### src/plqd_ram.sv
// generic single-port-write ram with registered read
`timescale 1ns / 1ps

module plqd_ram #(
    parameter int WIDTH = 8,
    parameter int DEPTH = 16
) (
    input  logic                     clk,
    input  logic                     we,
    input  logic [$clog2(DEPTH)-1:0] waddr,
    input  logic [WIDTH-1:0]         wdata,
    input  logic                     re,
    input  logic [$clog2(DEPTH)-1:0] raddr,
    output logic [WIDTH-1:0]         rdata
);

    logic [WIDTH-1:0] mem [DEPTH];

    always_ff @(posedge clk)
    begin
        if (we)
        begin
            mem[waddr] <= wdata;
        end
        if (re)
        begin
            rdata <= mem[raddr];
        end
    end

endmodule

### config.mk
export PLATFORM = sky130hd
export DESIGN_NAME = plqd_ram
export DESIGN_NICKNAME = d
export VERILOG_FILES = /design/src/plqd_ram.sv
export SDC_FILE = /design/constraint.sdc
export NUM_CORES = 1
export LEC_CHECK = 0
export ABC_CLOCK_PERIOD_IN_PS = 3800
export BUFFER_PORTS_ARGS = -buffer_cell sky130_fd_sc_hd__buf_2
export CELL_PAD_IN_SITES_DETAIL_PLACEMENT = 1
export CELL_PAD_IN_SITES_GLOBAL_PLACEMENT = 1
export CORE_ASPECT_RATIO = 1.1
export CORE_MARGIN = 2
export CORE_UTILIZATION = 57
export DETAILED_ROUTE_END_ITERATION = 8
export PLACE_DENSITY_LB_ADDON = 0.1
export SLEW_MARGIN = 25
export SYNTH_ARGS = -nofsm -noshare
export SYNTH_HDL_FRONTEND = slang
export SYNTH_SLANG_ARGS = --single-unit
### constraint.sdc
create_clock -name clk -period 3.8 [get_ports clk]
set_input_delay 0.38 -clock clk [delete_from_list [all_inputs] [get_ports clk]]
set_output_delay 0.38 -clock clk [all_outputs]
set_load 0.01 [all_outputs]
==> impl_metrics.prom, run 1 <==
# TYPE chip_impl_metric gauge
chip_impl_metric{name="die_y",unit="um"} 104
chip_impl_metric{name="finalNetCount",unit=""} 286
chip_impl_metric{name="route.detailed.drc",unit=""} 0
chip_impl_metric{name="power.clock.fraction",unit=""} 0.456
chip_impl_metric{name="footprint_of_the_multi_input_gates",unit="um^2"} 1070
chip_impl_metric{name="pwr-share-seq",unit=""} 0.500
chip_impl_metric{name="place.gp.congestion",unit=""} 0.733
chip_impl_metric{name="cts_num_sinks",unit=""} 136
chip_impl_info{name="setup_repair_after_global_routing_missed_its_margin",value="no"} 1
chip_impl_metric{name="design.die.area",unit="um^2"} 9950
chip_impl_info{name="synth.area.top_cells",value="edfxtp_1 (78%), mux4_2 (7.8%), mux4_1 (7.0%)"} 1
chip_impl_info{name="cpLargestDelayFamily",value="buffers and inverters"} 1
chip_impl_metric{name="utilization",unit=""} 0.677
chip_impl_metric{name="drt_pre_antenna_iters",unit=""} 4
chip_impl_info{name="regToRegEndpoint",value="rdata[5]$_DFFE_PP_"} 1
chip_impl_metric{name="clock_skew",unit="ns"} 0.00539
chip_impl_info{name="critical_path_end_type",value="flop"} 1
chip_impl_metric{name="tritoncts.num_buffers",unit=""} 17
chip_impl_metric{name="power.switching",unit="uW"} 672
chip_impl_info{name="clk_root_buffer_cell",value="clkbuf_8"} 1
chip_impl_info{name="cts_tree",value="built"} 1
chip_impl_metric{name="netlist_instances",unit=""} 229
chip_impl_metric{name="totalWireLength",unit="um"} 10700
chip_impl_metric{name="critical_path.n_buffers_inverters",unit=""} 2
chip_impl_metric{name="r2r_setup_slack",unit="ns"} 2.28
chip_impl_metric{name="clock_insertion_delay_worst_skew",unit="ns"} 0.52
chip_impl_metric{name="io_buffer_count",unit=""} 26
chip_impl_metric{name="grt_pass1_wl",unit="um"} 16300
chip_impl_metric{name="tightestPinTransition",unit="ns"} 1.04
chip_impl_metric{name="timing.critical_path.arrival",unit="ns"} 2.20
chip_impl_info{name="holdPathEnd",value="rdata[7]$_DFFE_PP_"} 1
chip_impl_metric{name="ff2ff_path_depth",unit=""} 3
chip_impl_metric{name="top_fanout_value_on_the_critical_path",unit=""} 20
chip_impl_metric{name="vias_per_cell",unit=""} 6.29
chip_impl_metric{name="layout.filler_cells",unit=""} 696
chip_impl_metric{name="ir_worst_vdd",unit="mV"} 0.424
chip_impl_metric{name="timing.max_cap.violations",unit=""} 0
chip_impl_metric{name="slew_headroom",unit=""} 0.300
chip_impl_metric{name="netSwitchingFraction",unit=""} 0.198
chip_impl_metric{name="die_x",unit="um"} 95.3
chip_impl_metric{name="drt_iter0_drc",unit=""} 204
chip_impl_metric{name="final_max_slew_viol_count",unit=""} 0
chip_impl_metric{name="post_cts_hold_buffer_count",unit=""} 0
chip_impl_metric{name="syn_nets",unit=""} 248
chip_impl_metric{name="dp_hpwl",unit="um"} 6620
chip_impl_info{name="startpoint_type",value="input port"} 1
chip_impl_info{name="worstHoldPathType",value="in2reg"} 1
chip_impl_metric{name="layout.area.seq",unit="um^2"} 4080
chip_impl_metric{name="min_clock_period_post_route",unit="ns"} 1.93
chip_impl_metric{name="ctsHtreeMaxLevel",unit=""} 4
chip_impl_info{name="critPathSlowestCell",value="mux4_1"} 1
chip_impl_metric{name="area.growth.synth_to_final",unit="%"} 14.9
chip_impl_metric{name="grt_pass1_vias",unit=""} 2763
chip_impl_info{name="worstHoldStart",value="re"} 1
chip_impl_metric{name="cts.clk_slew.worst_paths",unit="ns"} 0.06
chip_impl_metric{name="final_antenna_net_count",unit=""} 0
chip_impl_metric{name="post-synth-top-area-fraction",unit=""} 0.781
chip_impl_metric{name="n_antenna_cell",unit=""} 0
chip_impl_info{name="worst-setup-path-type",value="in2reg"} 1
chip_impl_metric{name="postSynthAreaPerCell",unit="um^2"} 22.8
chip_impl_metric{name="worst-endpoint-required",unit="ns"} 4.06
chip_impl_info{name="rr_startpoint",value="mem[9][5]$_DFFE_PP_"} 1
chip_impl_metric{name="cell_area_power_density",unit="nW/um^2"} 567
chip_impl_metric{name="setup_viol_count_final",unit=""} 0
chip_impl_metric{name="detail_route.wl_per_cell",unit="um"} 27.3
chip_impl_info{name="critical_path.cell_chain",value="buf_2 > buf_4 > mux4_1 > a22oi_1 > nand2_1"} 1
chip_impl_metric{name="initial_utilization",unit=""} 0.589
chip_impl_metric{name="ios",unit=""} 27
chip_impl_metric{name="hold_depth",unit=""} 1
chip_impl_metric{name="maximum_number_of_pins_on_one_net_before_global_route_repair",unit=""} 33
chip_impl_metric{name="grt_remaining_overflow",unit=""} 0
chip_impl_info{name="synthDominantAreaCellType",value="edfxtp_1"} 1
chip_impl_metric{name="final.period_utilization",unit=""} 0.509
chip_impl_metric{name="timing.setup.tns",unit="ns"} 0
chip_impl_metric{name="antenna_found_initial",unit=""} 0
chip_impl_metric{name="power.leakage",unit="uW"} 0.00200
chip_impl_metric{name="max-clock-path-buffers",unit=""} 2
chip_impl_metric{name="coreArea",unit="um^2"} 8870
chip_impl_metric{name="max_freq",unit="MHz"} 517
chip_impl_metric{name="vias",unit=""} 2471
chip_impl_metric{name="yosys_warnings",unit=""} 0
chip_impl_metric{name="finalHoldViolCount",unit=""} 0
chip_impl_metric{name="synth_sequential_area_ratio",unit=""} 0.781
chip_impl_metric{name="syn_area",unit="um^2"} 5230
chip_impl_metric{name="placement_rows",unit=""} 36
chip_impl_metric{name="yosysUniqueCellTypes",unit=""} 18
chip_impl_metric{name="post_cts_resize_count",unit=""} 0
chip_impl_metric{name="grt_util_all_layers",unit=""} 0.241
chip_impl_metric{name="crit_path_max_incr_delay",unit="ns"} 0.62
chip_impl_metric{name="internal-power",unit="uW"} 2730
chip_impl_info{name="status",value="completed"} 1
chip_impl_metric{name="postSynthRegisterBits",unit=""} 136
chip_impl_metric{name="post-cts-setup-buffers",unit=""} 0
chip_impl_metric{name="drive_gt1_frac",unit=""} 0.280
chip_impl_metric{name="power.combinational.fraction",unit=""} 0.045
## power by group through the flow
stage / Combinational (uW) / Clock [uW] / Sequential (uW)
3_5_place_dp: 151 / 0 / 1730
2_1_floorplan: 85.3 / 0 / 1730
5_1_grt: 166 / 1630 / 1700
3_3_place_gp: 145 / 0 / 1730
4_1_cts: 153 / 1570 / 1700
6_report: 152 / 1550 / 1700
## state kept, by name, summed over array words and instances (netlist names)
| signal | flops |
|---|---|
| mem | 128 |
| rdata | 8 |
## Yosys cell counts (all sizes together)
master	number
nor2b	1
or3b	1
mux4	32
clkdlybuf4s25	3
nand3b	2
nand3	1
and2	1
buf	7
nand2b	2
nor3	4
nor2	13
edfxtp	136
and2b	1
a22oi	16
nand2	9
## how the worst max path moves through the flow
stage	from	endpoint	slack [ns]	depth (start not counted)
floorplan	waddr[2]	mem[0][0]$_DFFE_PP_	1.93	2
global placement	raddr[0]	rdata[0]$_DFFE_PP_	1.32	5
detailed placement	raddr[0]	rdata[0]$_DFFE_PP_	1.30	5
CTS	raddr[0]	rdata[2]$_DFFE_PP_	1.83	5
global route	raddr[0]	rdata[2]$_DFFE_PP_	1.72	5
finish	raddr[0]	rdata[2]$_DFFE_PP_	1.87	5
## cells in the final DEF (no fill, tap or decap)
| master | netlist | routed |
|---|---|---|
| nor2_1 | 13 | 11 |
| mux4_1 | 14 | 14 |
| nand3_1 | 1 | 1 |
| nor2_2 | 0 | 2 |
| nor3_1 | 4 | 2 |
| clkbuf_1 | 0 | 2 |
| or3b_2 | 1 | 1 |
| clkbuf_8 | 0 | 1 |
| clkinv_1 | 0 | 3 |
| clkinvlp_4 | 0 | 1 |
| nand2b_1 | 2 | 2 |
| nand2_1 | 9 | 9 |
| nor2b_1 | 1 | 1 |
| clkbuf_16 | 0 | 16 |
| bufinv_16 | 0 | 3 |
| edfxtp_1 | 136 | 136 |
| a22oi_1 | 16 | 16 |
| nand3b_1 | 2 | 2 |
| mux4_2 | 18 | 18 |
| buf_2 | 3 | 26 |
| clkinv_2 | 0 | 5 |
| and2_1 | 1 | 1 |
| and2b_1 | 1 | 1 |
| nor3_2 | 0 | 2 |
| buf_4 | 1 | 3 |
## per-stage QoR
stage	hold slack (ns)	std cells	total power [uW]	setup WS [ns]	area, um^2
2_1_floorplan	0.479	229	1820	1.93	5230
3_3_place_gp	0.735	362	1870	1.32	5450
3_5_place_dp	0.741	362	1880	1.30	5450
4_1_cts	0.211	393	3420	1.83	6000
5_1_grt	0.218	393	3490	1.72	6010
6_report	0.230	393	3400	1.87	6010
## per-layer routing
layer  global-route usage  up-vias  wire, um
met1                0.320     1303      4560
met4               0.0787        0       166
li1                     -     1058         -
met3               0.0768       18       513
met2                0.382       92      5500
met5                    0        -         0
## worst reg2reg max path, stage by stage (launching register included)
cell and delay (ns):
edfxtp_1 0.38, mux4_1 0.52, a22oi_1 0.24, nand2_1 0.12
## area by class of cell
cell class / instances / share of cell area
clock inverter: 12 / 0.0223
multi-input combinational: 83 / 0.179
sequential: 136 / 0.680
timing repair buffer: 29 / 0.0254
tap: 114 / 0.0237
clock buffer: 19 / 0.0702
## cells by family after synthesis
| group | Yosys count | share of synthesized area |
|---|---|---|
| buf+inv | 10 | 0.0165 |
| simple gates | 35 | 0.0314 |
| flops | 136 | 0.781 |
| mux | 32 | 0.148 |
| compound gates | 16 | 0.0230 |
Note: power is estimated with default switching activity, not from simulation.
==> run 2, diff against run 1 <==
--- a/config.mk
+++ b/config.mk
@@ -5,13 +5,14 @@
 export SDC_FILE = /design/constraint.sdc
 export NUM_CORES = 1
 export LEC_CHECK = 0
-export ABC_CLOCK_PERIOD_IN_PS = 3800
+export ABC_AREA = 1
+export ABC_CLOCK_PERIOD_IN_PS = 1900
 export BUFFER_PORTS_ARGS = -buffer_cell sky130_fd_sc_hd__buf_2
 export CELL_PAD_IN_SITES_DETAIL_PLACEMENT = 1
 export CELL_PAD_IN_SITES_GLOBAL_PLACEMENT = 1
 export CORE_ASPECT_RATIO = 1.1
 export CORE_MARGIN = 2
-export CORE_UTILIZATION = 57
+export CORE_UTILIZATION = 49
 export DETAILED_ROUTE_END_ITERATION = 8
 export PLACE_DENSITY_LB_ADDON = 0.1
 export SLEW_MARGIN = 25
==> constraint.sdc (replaced) <==
create_clock -name clk -period 1.9 [get_ports clk]
set_input_delay 0.19 -clock clk [delete_from_list [all_inputs] [get_ports clk]]
set_output_delay 0.19 -clock clk [all_outputs]
set_load 0.01 [all_outputs]
==> impl_metrics.prom, run 2 <==
# TYPE chip_impl_metric gauge
chip_impl_metric{name="grt_pass1_wl",unit="um"} 24400
chip_impl_metric{name="final_max_slew_viol_count",unit=""} 0
chip_impl_metric{name="yosys_warnings",unit=""} 0
chip_impl_metric{name="drt_pre_antenna_iters",unit=""} 4
chip_impl_metric{name="n_antenna_cell",unit=""} 0
chip_impl_metric{name="ctsHtreeMaxLevel",unit=""} 4
chip_impl_metric{name="crit_path_max_incr_delay",unit="ns"} 0.39
chip_impl_info{name="post-synth-top-count-cell",value="nand2_1"} 1
chip_impl_metric{name="synth_sequential_area_ratio",unit=""} 0.698
chip_impl_metric{name="design.die.area",unit="um^2"} 12800
chip_impl_metric{name="cell_area_power_density",unit="nW/um^2"} 1060
chip_impl_info{name="worst-setup-path-type",value="reg2reg"} 1
chip_impl_metric{name="critical_path.n_buffers_inverters",unit=""} 0
chip_impl_metric{name="setup_viol_count_final",unit=""} 0
chip_impl_metric{name="grt_remaining_overflow",unit=""} 0
chip_impl_metric{name="timing.critical_path.arrival",unit="ns"} 1.44
chip_impl_info{name="commonest_register_cell_after_synthesis",value="edfxtp_1"} 1
chip_impl_info{name="critical_path.cell_chain",value="nand2_1 > nand2_1 > nand2_1 > nand3_1 > nand3_1 > nand2_1"} 1
chip_impl_metric{name="timing.setup.tns",unit="ns"} 0
chip_impl_metric{name="netlist_instances",unit=""} 551
chip_impl_metric{name="totalWireLength",unit="um"} 15600
chip_impl_info{name="synthDominantAreaCellType",value="edfxtp_1"} 1
chip_impl_info{name="startpoint_type",value="flop"} 1
chip_impl_info{name="worstHoldPathType",value="in2reg"} 1
chip_impl_metric{name="slew_headroom",unit=""} 0.540
chip_impl_metric{name="postSynthAreaPerCell",unit="um^2"} 10.6
chip_impl_metric{name="post-cts-setup-buffers",unit=""} 0
chip_impl_metric{name="ios",unit=""} 27
chip_impl_metric{name="final.period_utilization",unit=""} 0.675
chip_impl_metric{name="cts.clk_slew.worst_paths",unit="ns"} 0.06
chip_impl_metric{name="initial_utilization",unit=""} 0.507
chip_impl_metric{name="yosysUniqueCellTypes",unit=""} 11
chip_impl_metric{name="pre_cts_slack",unit="ns"} 0.419
chip_impl_metric{name="dp_hpwl",unit="um"} 9490
chip_impl_metric{name="max_freq",unit="MHz"} 779
chip_impl_info{name="layout_common_cells",value="nand2_1 (173), edfxtp_1 (136), inv_1 (100)"} 1
chip_impl_metric{name="power.leakage",unit="uW"} 0.00295
chip_impl_info{name="synth.area.top_cells",value="edfxtp_1 (70%), nand2_1 (11%), nand3_1 (8.3%)"} 1
chip_impl_metric{name="drt_iter0_drc",unit=""} 289
chip_impl_metric{name="post-synth-top-area-fraction",unit=""} 0.698
chip_impl_metric{name="finalHoldViolCount",unit=""} 0
chip_impl_metric{name="largest_register_ffs",unit=""} 128
chip_impl_info{name="largest_register",value="mem"} 1
chip_impl_metric{name="worst-endpoint-required",unit="ns"} 2.06
chip_impl_metric{name="footprint_of_the_multi_input_gates",unit="um^2"} 1210
chip_impl_metric{name="maximum_number_of_pins_on_one_net_before_global_route_repair",unit=""} 40
chip_impl_metric{name="top_fanout_value_on_the_critical_path",unit=""} 1
chip_impl_metric{name="syn_nets",unit=""} 570
chip_impl_metric{name="place.gp.congestion",unit=""} 0.796
chip_impl_metric{name="syn_area",unit="um^2"} 5850
chip_impl_metric{name="detail_route.wl_per_cell",unit="um"} 20.6
chip_impl_metric{name="post_cts_resize_count",unit=""} 0
chip_impl_info{name="cts_tree",value="built"} 1
chip_impl_info{name="timing.critical_path.mode_cell",value="nand2_1"} 1
chip_impl_metric{name="grt_util_all_layers",unit=""} 0.267
chip_impl_metric{name="layout.filler_cells",unit=""} 1255
chip_impl_metric{name="drive_gt1_frac",unit=""} 0.132
chip_impl_info{name="yosys-top-cells-count",value="nand2_1 (173), edfxtp_1 (136), inv_1 (100), nand3_1 (97), nor2_1 (17)"} 1
chip_impl_info{name="critical_path_end_type",value="flop"} 1
chip_impl_metric{name="area.growth.synth_to_final",unit="%"} 16.4
chip_impl_metric{name="vias_per_cell",unit=""} 5.29
chip_impl_metric{name="placement_rows",unit=""} 41
chip_impl_metric{name="asyncSetResetFlopFracSynth",unit=""} 0
chip_impl_metric{name="grt_pass1_vias",unit=""} 4269
chip_impl_metric{name="synth_enable_flop_cells",unit=""} 136
chip_impl_metric{name="cts_num_sinks",unit=""} 136
chip_impl_metric{name="clock_insertion_delay_worst_skew",unit="ns"} 0.41
chip_impl_metric{name="vias",unit=""} 4011
chip_impl_metric{name="tritoncts.num_buffers",unit=""} 17
chip_impl_metric{name="post_cts_hold_buffer_count",unit=""} 0
chip_impl_metric{name="fin_ws",unit="ns"} 0.617
chip_impl_metric{name="die_x",unit="um"} 108
chip_impl_info{name="clk_root_buffer_cell",value="clkbuf_16"} 1
chip_impl_metric{name="antenna_found_initial",unit=""} 0
chip_impl_info{name="critPathSlowestCell",value="edfxtp_1"} 1
chip_impl_metric{name="timing.max_cap.violations",unit=""} 0
chip_impl_metric{name="postSynthRegisterBits",unit=""} 136
chip_impl_metric{name="io_buffer_count",unit=""} 26
chip_impl_metric{name="max-clock-path-buffers",unit=""} 2
chip_impl_metric{name="final_antenna_net_count",unit=""} 0
chip_impl_metric{name="route.detailed.drc",unit=""} 0
chip_impl_metric{name="layout.area.seq",unit="um^2"} 4080
chip_impl_info{name="layout_top_registers",value="mem x128, rdata x8"} 1
chip_impl_info{name="final_common_cell",value="nand2_1"} 1
chip_impl_metric{name="finalNetCount",unit=""} 614
chip_impl_info{name="setup_repair_after_global_routing_missed_its_margin",value="no"} 1
chip_impl_metric{name="coreArea",unit="um^2"} 11500
chip_impl_metric{name="clock_skew",unit="ns"} 0.0110
chip_impl_metric{name="ir_worst_vdd",unit="mV"} 0.588
chip_impl_metric{name="die_y",unit="um"} 119
chip_impl_info{name="status",value="completed"} 1
chip_impl_info{name="cpLargestDelayFamily",value="simple AND/OR/NAND/NOR gates"} 1
chip_impl_metric{name="tightestPinTransition",unit="ns"} 0.687
chip_impl_metric{name="min_clock_period_post_route",unit="ns"} 1.28
run 2: changes by cell type in the layout (fill, tap and decap cells not counted), sizes merged, moves of 2 or more:
cell | before | now
nand3 | 1 | 97
clkbuf | 19 | 17
nor3 | 4 | 0
nand2b | 2 | 0
inv | 0 | 102
a22oi | 16 | 0
buf | 29 | 49
nand2 | 9 | 173
mux4 | 32 | 0
nor2 | 13 | 17
run 2: worst paths after layout:
path                                            from            endpoint  slack [ns]  depth (start not counted)
worst max-delay path            mem[10][6]$_DFFE_PP_  rdata[6]$_DFFE_PP_        0.62                          6
worst min-delay path                              re  rdata[7]$_DFFE_PP_        0.15                          1
worst max register to register  mem[10][6]$_DFFE_PP_  rdata[6]$_DFFE_PP_        0.62                          6
worst min register to register   mem[6][2]$_DFFE_PP_  rdata[2]$_DFFE_PP_        0.76                          6
run 2: report_power, final:
| group | switching (uW) | internal (uW) |
|---|---|---|
| Sequential | 19.0 | 3380 |
| Clock | 1210 | 2170 |
| Combinational | 318 | 123 |
run 2: cell type report:
cell class / instances / share of cell area
Inverter: 102 / 0.0563
Timing Repair Buffer: 49 / 0.0482
Multi-Input combinational cell: 289 / 0.178
Clock inverter: 15 / 0.0270
Tap cell: 150 / 0.0276
Sequential cell: 136 / 0.600
Clock buffer: 17 / 0.0625
run 2: layer usage:
metal | vias up | wire length [um] | GRT usage
met5 | - | 0 | 0
met4 | 0 | 369 | 0.0857
met3 | 20 | 758 | 0.0463
met2 | 123 | 7990 | 0.447
met1 | 1999 | 6480 | 0.352
li1 | 1869 | - | -
run 2: logic make-up after synthesis:
kind of cell,synth area share
flops,0.698
simple gates,0.208
buf+inv,0.0939
run 2: stage by stage:
| stage | util | hold WS [ns] | total power [uW] | std cells | area (um^2) |
|---|---|---|---|---|---|
| final | 0.590 | 0.152 | 7230 | 758 | 6810 |
| after global routing | 0.590 | 0.146 | 7450 | 758 | 6810 |
| after CTS | 0.590 | 0.138 | 7280 | 758 | 6810 |
| after detailed placement | 0.537 | 0.568 | 3900 | 726 | 6200 |
| after global placement | 0.537 | 0.564 | 3880 | 726 | 6200 |
| after floorplan | - | 0.289 | 3700 | 551 | 5850 |
